## config.mk

```make
export PLATFORM = sky130hd
export DESIGN_NAME = siren_sweep_generator_unit
export DESIGN_NICKNAME = d
export VERILOG_FILES = /design/src/hdl/ssg_pkg.sv /design/src/hdl/ssg_regs.sv /design/src/hdl/ssg_core.sv /design/src/hdl/siren_sweep_generator_unit.sv
export SDC_FILE = /design/constraint.sdc
export NUM_CORES = 1
export LEC_CHECK = 0
export BUFFER_PORTS_ARGS = -buffer_cell sky130_fd_sc_hd__buf_2
export CAP_MARGIN = 20
export CELL_PAD_IN_SITES_DETAIL_PLACEMENT = 1
export CELL_PAD_IN_SITES_GLOBAL_PLACEMENT = 2
export CORE_ASPECT_RATIO = 0.8
export CORE_UTILIZATION = 37
export DETAILED_ROUTE_END_ITERATION = 6
export PLACE_DENSITY = 0.88
export SLEW_MARGIN = 0
export SYNTH_ARGS = -nofsm -noshare
export SYNTH_HDL_FRONTEND = slang
export SYNTH_SLANG_ARGS = --single-unit
export TNS_END_PERCENT = 50
```

## constraint.sdc

```tcl
create_clock -name i_clk -period 7.15 [get_ports i_clk]
set_input_delay 0 -clock i_clk [delete_from_list [all_inputs] [get_ports i_clk]]
set_output_delay 0 -clock i_clk [all_outputs]
set_load 0.01 [all_outputs]
```

## src/hdl/ssg_pkg.sv

```systemverilog
// Shared types and constants for the siren sweep generator.
// Used by ssg_regs, ssg_core and siren_sweep_generator_unit.
package ssg_pkg;

    typedef enum logic [1:0] {
        OP_TICK  = 2'd0,
        OP_START = 2'd1,
        OP_ONCE  = 2'd2,
        OP_STOP  = 2'd3
    } t_op;

    typedef enum logic [2:0] {
        REG_ENABLED      = 3'd0,
        REG_PASSIVE_MODE = 3'd1,
        REG_MIN_FREQ     = 3'd2,
        REG_MAX_FREQ     = 3'd3,
        REG_FREQ_STEP    = 3'd4,
        REG_SWEEP_IVL    = 3'd5,
        REG_ONCE_DUR     = 3'd6,
        REG_UNUSED       = 3'd7
    } t_reg_idx;

    localparam int unsigned ADDR_W = 5;
    localparam int unsigned DATA_W = 32;

    localparam logic        RST_ENABLED      = 1'b1;
    localparam logic        RST_PASSIVE_MODE = 1'b1;
    localparam logic [15:0] RST_MIN_FREQ     = 16'd1000;
    localparam logic [15:0] RST_MAX_FREQ     = 16'd3000;
    localparam logic [15:0] RST_FREQ_STEP    = 16'd50;
    localparam logic [15:0] RST_SWEEP_IVL    = 16'd10;
    localparam logic [31:0] RST_ONCE_DUR     = 32'd3000;

    // Active buzzer toggle period
    localparam logic [31:0] PIN_TOGGLE_MS    = 32'd150;

    typedef struct packed {
        logic        enabled;
        logic        passive_mode;
        logic [15:0] min_freq_hz;
        logic [15:0] max_freq_hz;
        logic [15:0] freq_step_hz;
        logic [15:0] sweep_interval_ms;
        logic [31:0] once_duration_ms;
    } t_cfg;

    typedef struct packed {
        logic        siren_active;
        logic        tone_on;
        logic [15:0] tone_hz;
        logic        pin_level;
    } t_result;

endpackage

```

## src/hdl/ssg_regs.sv

```systemverilog
// APB-style configuration register file for the siren sweep generator.
// Depends on ssg_pkg for register indexes, reset values and t_cfg.
module ssg_regs (
    input  logic                        i_clk,
    input  logic                        i_rst_n,
    input  logic                        psel,
    input  logic                        penable,
    input  logic                        pwrite,
    input  logic [ssg_pkg::ADDR_W-1:0]  paddr,
    input  logic [ssg_pkg::DATA_W-1:0]  pwdata,
    output logic [ssg_pkg::DATA_W-1:0]  prdata,
    output logic                        pready,
    output ssg_pkg::t_cfg               o_cfg,
    output logic                        o_halt
);

    ssg_pkg::t_cfg      r_cfg;
    ssg_pkg::t_cfg      n_cfg;
    logic               wr_en;
    ssg_pkg::t_reg_idx  reg_idx;

    assign pready  = 1'b1;
    assign wr_en   = psel & penable & pwrite;
    assign reg_idx = ssg_pkg::t_reg_idx'(paddr[ssg_pkg::ADDR_W-1:2]);

    always_comb begin
        n_cfg = r_cfg;
        if (wr_en) begin
            case (reg_idx)
                ssg_pkg::REG_ENABLED:      n_cfg.enabled           = pwdata[0];
                ssg_pkg::REG_PASSIVE_MODE: n_cfg.passive_mode      = pwdata[0];
                ssg_pkg::REG_MIN_FREQ:     n_cfg.min_freq_hz       = pwdata[15:0];
                ssg_pkg::REG_MAX_FREQ:     n_cfg.max_freq_hz       = pwdata[15:0];
                ssg_pkg::REG_FREQ_STEP:    n_cfg.freq_step_hz      = pwdata[15:0];
                ssg_pkg::REG_SWEEP_IVL:    n_cfg.sweep_interval_ms = pwdata[15:0];
                ssg_pkg::REG_ONCE_DUR:     n_cfg.once_duration_ms  = pwdata[31:0];
                default: ;
            endcase
        end
    end

    // Writing enabled as 0 stops a running siren
    assign o_halt = wr_en && (reg_idx == ssg_pkg::REG_ENABLED) && !pwdata[0];

    always_comb begin
        case (reg_idx)
            ssg_pkg::REG_ENABLED:      prdata = {31'd0, r_cfg.enabled};
            ssg_pkg::REG_PASSIVE_MODE: prdata = {31'd0, r_cfg.passive_mode};
            ssg_pkg::REG_MIN_FREQ:     prdata = {16'd0, r_cfg.min_freq_hz};
            ssg_pkg::REG_MAX_FREQ:     prdata = {16'd0, r_cfg.max_freq_hz};
            ssg_pkg::REG_FREQ_STEP:    prdata = {16'd0, r_cfg.freq_step_hz};
            ssg_pkg::REG_SWEEP_IVL:    prdata = {16'd0, r_cfg.sweep_interval_ms};
            ssg_pkg::REG_ONCE_DUR:     prdata = r_cfg.once_duration_ms;
            default:                   prdata = '0;
        endcase
    end

    always_ff @(posedge i_clk) begin
        if (!i_rst_n) begin
            r_cfg.enabled           <= ssg_pkg::RST_ENABLED;
            r_cfg.passive_mode      <= ssg_pkg::RST_PASSIVE_MODE;
            r_cfg.min_freq_hz       <= ssg_pkg::RST_MIN_FREQ;
            r_cfg.max_freq_hz       <= ssg_pkg::RST_MAX_FREQ;
            r_cfg.freq_step_hz      <= ssg_pkg::RST_FREQ_STEP;
            r_cfg.sweep_interval_ms <= ssg_pkg::RST_SWEEP_IVL;
            r_cfg.once_duration_ms  <= ssg_pkg::RST_ONCE_DUR;
        end else begin
            r_cfg <= n_cfg;
        end
    end

    assign o_cfg = r_cfg;

endmodule

```

## src/hdl/ssg_core.sv

```systemverilog
// Siren state registers and the single-pass event update (start, once, stop, halt, sweep, toggle, expiry).
// Depends on ssg_pkg for t_op, t_cfg, t_result and PIN_TOGGLE_MS.
module ssg_core (
    input  logic             i_clk,
    input  logic             i_rst_n,
    input  ssg_pkg::t_cfg    i_cfg,
    input  logic             i_halt,
    input  logic             i_fire,
    input  ssg_pkg::t_op     i_op,
    input  logic [31:0]      i_now_ms,
    output ssg_pkg::t_result o_result
);

    logic        r_running,      n_running;
    logic        r_once_mode,    n_once_mode;
    logic [31:0] r_once_start,   n_once_start;
    logic [31:0] r_last_update,  n_last_update;
    logic [15:0] r_freq_now,     n_freq_now;
    logic        r_sweep_down,   n_sweep_down;
    logic        r_buzz_level,   n_buzz_level;
    logic        r_tone_driving, n_tone_driving;

    logic [31:0]        since_last;
    logic [31:0]        since_once;
    logic               sweep_gated;
    logic               pin_gated;
    logic               once_expired;
    logic signed [17:0] sweep_sum;
    logic signed [17:0] max_ext;
    logic signed [17:0] min_ext;

    assign since_last   = i_now_ms - r_last_update;
    assign since_once   = i_now_ms - r_once_start;
    assign sweep_gated  = (r_last_update != 32'd0) &&
                          (since_last < {16'd0, i_cfg.sweep_interval_ms});
    assign pin_gated    = (r_last_update != 32'd0) && (since_last < ssg_pkg::PIN_TOGGLE_MS);
    assign once_expired = r_once_mode && (since_once >= i_cfg.once_duration_ms);

    assign max_ext   = $signed({2'b00, i_cfg.max_freq_hz});
    assign min_ext   = $signed({2'b00, i_cfg.min_freq_hz});
    assign sweep_sum = r_sweep_down ?
                       $signed({2'b00, r_freq_now}) - $signed({2'b00, i_cfg.freq_step_hz}) :
                       $signed({2'b00, r_freq_now}) + $signed({2'b00, i_cfg.freq_step_hz});

    always_comb begin
        n_running      = r_running;
        n_once_mode    = r_once_mode;
        n_once_start   = r_once_start;
        n_last_update  = r_last_update;
        n_freq_now     = r_freq_now;
        n_sweep_down   = r_sweep_down;
        n_buzz_level   = r_buzz_level;
        n_tone_driving = r_tone_driving;
        if (i_halt) begin
            n_running      = 1'b0;
            n_once_mode    = 1'b0;
            n_buzz_level   = 1'b0;
            n_tone_driving = 1'b0;
        end else if (i_fire) begin
            case (i_op)
                ssg_pkg::OP_TICK: begin
                    if (r_running && i_cfg.enabled) begin
                        if (once_expired) begin
                            n_running      = 1'b0;
                            n_once_mode    = 1'b0;
                            n_buzz_level   = 1'b0;
                            n_tone_driving = 1'b0;
                        end else if (i_cfg.passive_mode) begin
                            if (!sweep_gated) begin
                                // Max test first: if the sum meets both bounds (min above max), max wins
                                if (sweep_sum >= max_ext) begin
                                    n_freq_now   = i_cfg.max_freq_hz;
                                    n_sweep_down = 1'b1;
                                end else if (sweep_sum <= min_ext) begin
                                    n_freq_now   = i_cfg.min_freq_hz;
                                    n_sweep_down = 1'b0;
                                end else begin
                                    n_freq_now   = sweep_sum[15:0];
                                end
                                n_tone_driving = 1'b1;
                                n_last_update  = i_now_ms;
                            end
                        end else if (!pin_gated) begin
                            n_buzz_level  = !r_buzz_level;
                            n_last_update = i_now_ms;
                        end
                    end
                end
                ssg_pkg::OP_START: begin
                    if (!i_cfg.enabled) begin
                        n_running      = 1'b0;
                        n_buzz_level   = 1'b0;
                        n_tone_driving = 1'b0;
                    end else begin
                        n_running      = 1'b1;
                    end
                    n_once_mode = 1'b0;
                end
                ssg_pkg::OP_ONCE: begin
                    if (!i_cfg.enabled) begin
                        n_running      = 1'b0;
                        n_once_mode    = 1'b0;
                        n_buzz_level   = 1'b0;
                        n_tone_driving = 1'b0;
                    end else begin
                        n_running    = 1'b1;
                        n_once_mode  = 1'b1;
                        n_once_start = i_now_ms;
                    end
                end
                default: begin
                    n_running      = 1'b0;
                    n_once_mode    = 1'b0;
                    n_buzz_level   = 1'b0;
                    n_tone_driving = 1'b0;
                end
            endcase
        end
    end

    always_ff @(posedge i_clk) begin
        if (!i_rst_n) begin
            r_running      <= 1'b0;
            r_once_mode    <= 1'b0;
            r_once_start   <= 32'd0;
            r_last_update  <= 32'd0;
            r_freq_now     <= ssg_pkg::RST_MIN_FREQ;
            r_sweep_down   <= 1'b0;
            r_buzz_level   <= 1'b0;
            r_tone_driving <= 1'b0;
        end else begin
            r_running      <= n_running;
            r_once_mode    <= n_once_mode;
            r_once_start   <= n_once_start;
            r_last_update  <= n_last_update;
            r_freq_now     <= n_freq_now;
            r_sweep_down   <= n_sweep_down;
            r_buzz_level   <= n_buzz_level;
            r_tone_driving <= n_tone_driving;
        end
    end

    // Result reflects the state after this event
    assign o_result.siren_active = n_running;
    assign o_result.tone_on      = n_tone_driving;
    assign o_result.tone_hz      = n_freq_now;
    assign o_result.pin_level    = n_buzz_level;

endmodule

```

## src/hdl/siren_sweep_generator_unit.sv

```systemverilog
// Siren sweep generator top level: input register, event core, result register.
// Depends on ssg_pkg, ssg_regs and ssg_core.
//
// Usage:
//   Events enter on the input channel (i_in_valid / o_in_ready, payload i_op and
//   i_now_ms) and each produces exactly one result on the output channel
//   (o_out_valid / i_out_ready, payload o_siren_active, o_tone_on, o_tone_hz,
//   o_pin_level) giving the siren state after that event.
//   Events wait in the input register; results are held in the result register.
//   Throughput: one event per cycle unless stalled; the input register feeds the
//   core and the result register in a single pass, so that one stage sets the rate.
//   When the receiver stalls, the result register holds and the input register
//   keeps one more event; the input side stalls only when both are full.
//   Reset (i_rst_n low, synchronous) empties both registers, stops the siren,
//   sets the sweep to the minimum frequency going upward and loads the
//   configuration registers with their defaults.
//   Configuration goes through the APB-style port (pready always high) and must be
//   written only while no transaction is in flight; the block does not enforce it.
module siren_sweep_generator_unit (
    input  logic                        i_clk,
    input  logic                        i_rst_n,
    input  logic                        i_in_valid,
    output logic                        o_in_ready,
    input  logic [1:0]                  i_op,
    input  logic [31:0]                 i_now_ms,
    output logic                        o_out_valid,
    input  logic                        i_out_ready,
    output logic                        o_siren_active,
    output logic                        o_tone_on,
    output logic [15:0]                 o_tone_hz,
    output logic                        o_pin_level,
    input  logic                        psel,
    input  logic                        penable,
    input  logic                        pwrite,
    input  logic [ssg_pkg::ADDR_W-1:0]  paddr,
    input  logic [ssg_pkg::DATA_W-1:0]  pwdata,
    output logic [ssg_pkg::DATA_W-1:0]  prdata,
    output logic                        pready
);

    ssg_pkg::t_cfg    cfg;
    logic             cfg_halt;
    ssg_pkg::t_result core_result;

    logic             r_in_valid;
    ssg_pkg::t_op     r_op;
    logic [31:0]      r_now_ms;
    logic             r_out_valid;
    ssg_pkg::t_result r_result;
    logic             fire;
    logic             in_take;

    // Advance when the result register is empty or being drained
    assign fire       = r_in_valid && (!r_out_valid || i_out_ready);
    assign o_in_ready = !r_in_valid || fire;
    assign in_take    = i_in_valid && o_in_ready;

    ssg_regs u_regs (
        .i_clk   (i_clk),
        .i_rst_n (i_rst_n),
        .psel    (psel),
        .penable (penable),
        .pwrite  (pwrite),
        .paddr   (paddr),
        .pwdata  (pwdata),
        .prdata  (prdata),
        .pready  (pready),
        .o_cfg   (cfg),
        .o_halt  (cfg_halt)
    );

    ssg_core u_core (
        .i_clk    (i_clk),
        .i_rst_n  (i_rst_n),
        .i_cfg    (cfg),
        .i_halt   (cfg_halt),
        .i_fire   (fire),
        .i_op     (r_op),
        .i_now_ms (r_now_ms),
        .o_result (core_result)
    );

    always_ff @(posedge i_clk) begin
        if (!i_rst_n) begin
            r_in_valid  <= 1'b0;
            r_out_valid <= 1'b0;
        end else begin
            if (in_take) begin
                r_in_valid <= 1'b1;
            end else if (fire) begin
                r_in_valid <= 1'b0;
            end
            if (fire) begin
                r_out_valid <= 1'b1;
            end else if (i_out_ready) begin
                r_out_valid <= 1'b0;
            end
        end
    end

    always_ff @(posedge i_clk) begin
        if (in_take) begin
            r_op     <= ssg_pkg::t_op'(i_op);
            r_now_ms <= i_now_ms;
        end
        if (fire) begin
            r_result <= core_result;
        end
    end

    assign o_out_valid    = r_out_valid;
    assign o_siren_active = r_result.siren_active;
    assign o_tone_on      = r_result.tone_on;
    assign o_tone_hz      = r_result.tone_hz;
    assign o_pin_level    = r_result.pin_level;

endmodule

```

==> metrics.md <==
| Metric | Value |
|---|---|
| Status | finished clean |
| H-tree depth | 1 |
| # diodes | 0 |
| Cell taking the most area after synthesis | dfxtp_1 |
| Skew-Pair Late Insertion Delay | 0.59 ns |
| Drt drc | 0 |
| Post-synthesis xor/xnor area fraction | 0.0337 |
| Initial antenna violation count | 0 |
| CP Launch Type | register |
| Library cells used by synthesis | between 70 and 80 |
| Post-synth EDFFs | 53 |
| Maximum VDD drop | 0.178 mV |
| Gr ovfl total | 0 |
| Final Skew | 0.0367 ns |
| RSZ-0062 raised after global routing | no |
| Syn avg cell area | 8.13 sq um |
| Via count | 14900 |
| Fraction of layout instances using a drive strength above 1 | 0.107 |
| Total Wirelength | roughly 53 mm |
| Setup CP Type | reg2reg |
| I/O pin count | around 130 |
| Setup violators final | 0 |
| PortBufs | 128 |
| Fmax | between 150 and 200 MHz |
| CTS tree | yes |
| Worst-path fanout max | 19 |
| Post-synthesis simple-gate area fraction | 0.177 |
| Yosys reg bits | 238 |
| Clk slew on worst S/H paths | 0.06 ns |
| HP Class | in2reg |
| Die area | roughly 45000 sq um |
| WP data arrival | 6.98 ns |
| Minimum clock period | 6.53 ns |
| Least-Margin Pin Slew | 1.09 ns |
| Multiplexer share of the synthesized area | 0.0688 |
| First-pass GRT wire length | 84.6 mm |
| Clock buffer depth | 3 |
| Finished Core Util | 0.442 |
| Fill cells | 5203 |
| Final Cycle Share | 0.914 |
| Post-synthesis sequential area ratio | 0.323 |
| First-pass DRT Iterations | 4 |
| Required time of the critical path | 7.60 ns |
| # nets final | roughly 2400 |
| Largest net degree at the start of global routing | 70 |
| Die Height | around 190 um |
| TritonCTS Buffers | 29 |
| Die Wd | 237 um |
| Top cell type's share of synthesized area | 0.226 |
| Synth area leaders | dfxtp_1 23%, ha_1 13%, edfxtp_1 9.7%, nand2_1 8.3%, a21oi_1 6.4% |
| Drt wl/cell | 19.4 um |
| Iter 0 DRT Violations | 776 |
| Row cnt | 68 |
| Commonest register cell after synthesis | dfxtp_1 |
| Pleak | 7.89 nW |
| Largest family of logic cells by synthesized area | compound AO/OA/AOI/OAI gates |
| Detailed placer's ending HPWL | 40.3 mm |
| PD cells | ~180 nW/um^2 |
| Ys Warns | 0 |
| Clk sinks | ~240 |
| Setup bufs post-CTS | 0 |
| Core area | 43400 sq um |
| GR Util All Layers | 0.234 |
| Post-Syn Instances | 2015 |
| Fraction of registers with async set/reset | 0 |
| CP endpoint kind | register |
| Final Hold Viols | 0 |
| GPL Wtd Cong | 0.896 |
| Area grow syn2layout | 17.1% |
| Max cap viols | 0 |
| Slew HR | 0.276 |
| Vias per Instance | between 5 and 6 |
| Post-synthesis compound-gate area fraction | 0.191 |
| Slew Limit Fails | 0 |
| Reg2Reg Setup Slack | just over 0.6 ns |
| ANT nets after route | 0 |
| Post-synthesis net count | between 2000 and 2500 |
| Initial Utilization | 0.378 |
| Mapped Area | 16400 sq um |
| Post-synthesis adder-cell area fraction | 0.139 |
| Setup tns final | 0 ns |
| Vias in the first global route | 15500 |
| Root Buffer | clkbuf_16 |
## cell type report
class                      instances  area [sq um]  area share
multi-input combinational       1496         10000       0.522
sequential                       238          5300       0.276
timing repair buffer             220          1550      0.0809
clock buffer                      43           840      0.0438
inverter                         191           718      0.0374
tap                              560           701      0.0365
clock inverter                     9          56.3     0.00293
## cell usage after synthesis, drive strengths merged (18+ instances only)
library cell and instances:
nor2 101, nand2 362, and2 23, o211ai 34, edfxtp 53, xnor2 39
xor2 24, mux2 21, nand4 22, nor3 25, nand2b 19, ha 176
dfxtp 185, nand3 18, clkbuf 74, o21ai 71, nor2b 20, a21oi 210
inv 191, mux2i 89, a21o 46
## placed cells by master, fill, tap and decap left out, types with 10 or more instances in the layout
master and count:
nand2_1 362, a21oi_1 208, inv_1 190, dfxtp_1 185, ha_1 176, buf_2 127
nor2_1 100, mux2i_1 89, dlygate4sd3_1 71, o21ai_0 62, edfxtp_1 53, a21o_1 46
xnor2_1 39, o211ai_1 34, clkbuf_16 30, nor3_1 24, xor2_1 24, and2_1 22
nand4_1 22, mux2_2 21, nor2b_1 20, nand2b_1 19, buf_4 19, nand3_1 18
o21a_1 16, a22o_1 16, a221o_1 15, a211oi_1 13, nor4_1 11, and3_1 11
o31ai_1 10, or2_2 10
## state kept, by name, indices dropped and copies added (netlist names)
register and cells:
u_core.r_tone_driving 1, o_pin_level 1, u_core.r_once_start 32, o_out_valid 1
r_in_valid 1, u_core.r_buzz_level 1, u_core.r_freq_now 16, o_tone_hz 16
u_core.r_once_mode 1, u_regs.o_cfg 98, o_siren_active 1, u_core.r_last_update 32
u_core.r_sweep_down 1, r_now_ms 32, u_core.r_running 1, o_tone_on 1
r_op 2
## power by group
part | total (mW) | leakage, nW | internal [mW] | switching, mW
logic | 0.586 | 5.46 | 0.246 | 0.340
clock network | 1.43 | 0.435 | 0.809 | 0.620
registers | 1.43 | 1.99 | 1.40 | 0.0259
total | 3.44 | 7.89 | 2.46 | 0.986
## routing by layer
layer / vias to the layer above / GRT usage / part of all wire
met2: 228 / 0.388 / 0.46
met3: 59 / 0.0281 / 0.034
met1: 7333 / 0.325 / 0.49
met5: - / 0 / 0
li1: 7326 / - / -
met4: 0 / 0.0481 / 0.018
## critical path, cell delays in order (launching register included)
cell and delay [ns]:
edfxtp_1 0.52, ha_1 0.34, nor2b_1 0.15, o21ai_0 0.13, a21boi_0 0.26, o21ai_0 0.19
a211oi_1 0.57, nor2_1 0.11, o21a_1 0.25, a311oi_1 0.41, a21oi_1 0.19, nor2_1 0.16
a31oi_1 0.11, xnor2_1 0.15, ha_1 0.29, a21o_1 0.18, a21o_1 0.17, a21oi_1 0.13
o21ai_0 0.09, a21o_1 0.19, a21oi_1 0.19, o31ai_1 0.12, a21oi_1 0.42, o311ai_4 0.19
buf_4 0.26, mux2_2 0.33, or2_2 0.27
## per-stage QoR
| stage | hold WS, ns | area, sq um | std cells | setup slack (ns) | power, mW |
|---|---|---|---|---|---|
| 2_1_floorplan | 0.0989 | 16400 | 2015 | 1.53 | 1.82 |
| 3_3_place_gp | 0.177 | 17500 | 2631 | 0.470 | 1.98 |
| 3_5_place_dp | 0.179 | 17500 | 2631 | 0.245 | 2.00 |
| 4_1_cts | 0.0950 | 19100 | 2754 | 0.172 | 3.47 |
| 5_1_grt | 0.106 | 19200 | 2757 | 0.0889 | 3.58 |
| 6_report | 0.119 | 19200 | 2757 | 0.617 | 3.44 |
## worst paths after layout
check                                             start                      end  cells past startpoint
worst max-delay path                        r_now_ms[1]     u_core.r_freq_now[9]                     26
worst min-delay path                       i_now_ms[26]             r_now_ms[26]                      2
worst max register to register              r_now_ms[1]     u_core.r_freq_now[9]                     26
worst min register to register  u_core.r_once_start[29]  u_core.r_once_start[29]                      2
## what timing repair did
item,CTS,global route
resized for setup,0,1
hold endpoints to repair,153,0
hold buffers,71,0
endpoints found under the setup margin,0,1
## cell families after synthesis
kind of cell             count (synthesis)
adder cells (fa/ha/maj)                180
other                                    1
flip-flops                             238
AND/OR/NAND/NOR                        650
XOR/XNOR                                63
multiplexers                           110
AO/OA/AOI/OAI                          492
buffers and inverters                  281
(Power assumes the default switching activity.)
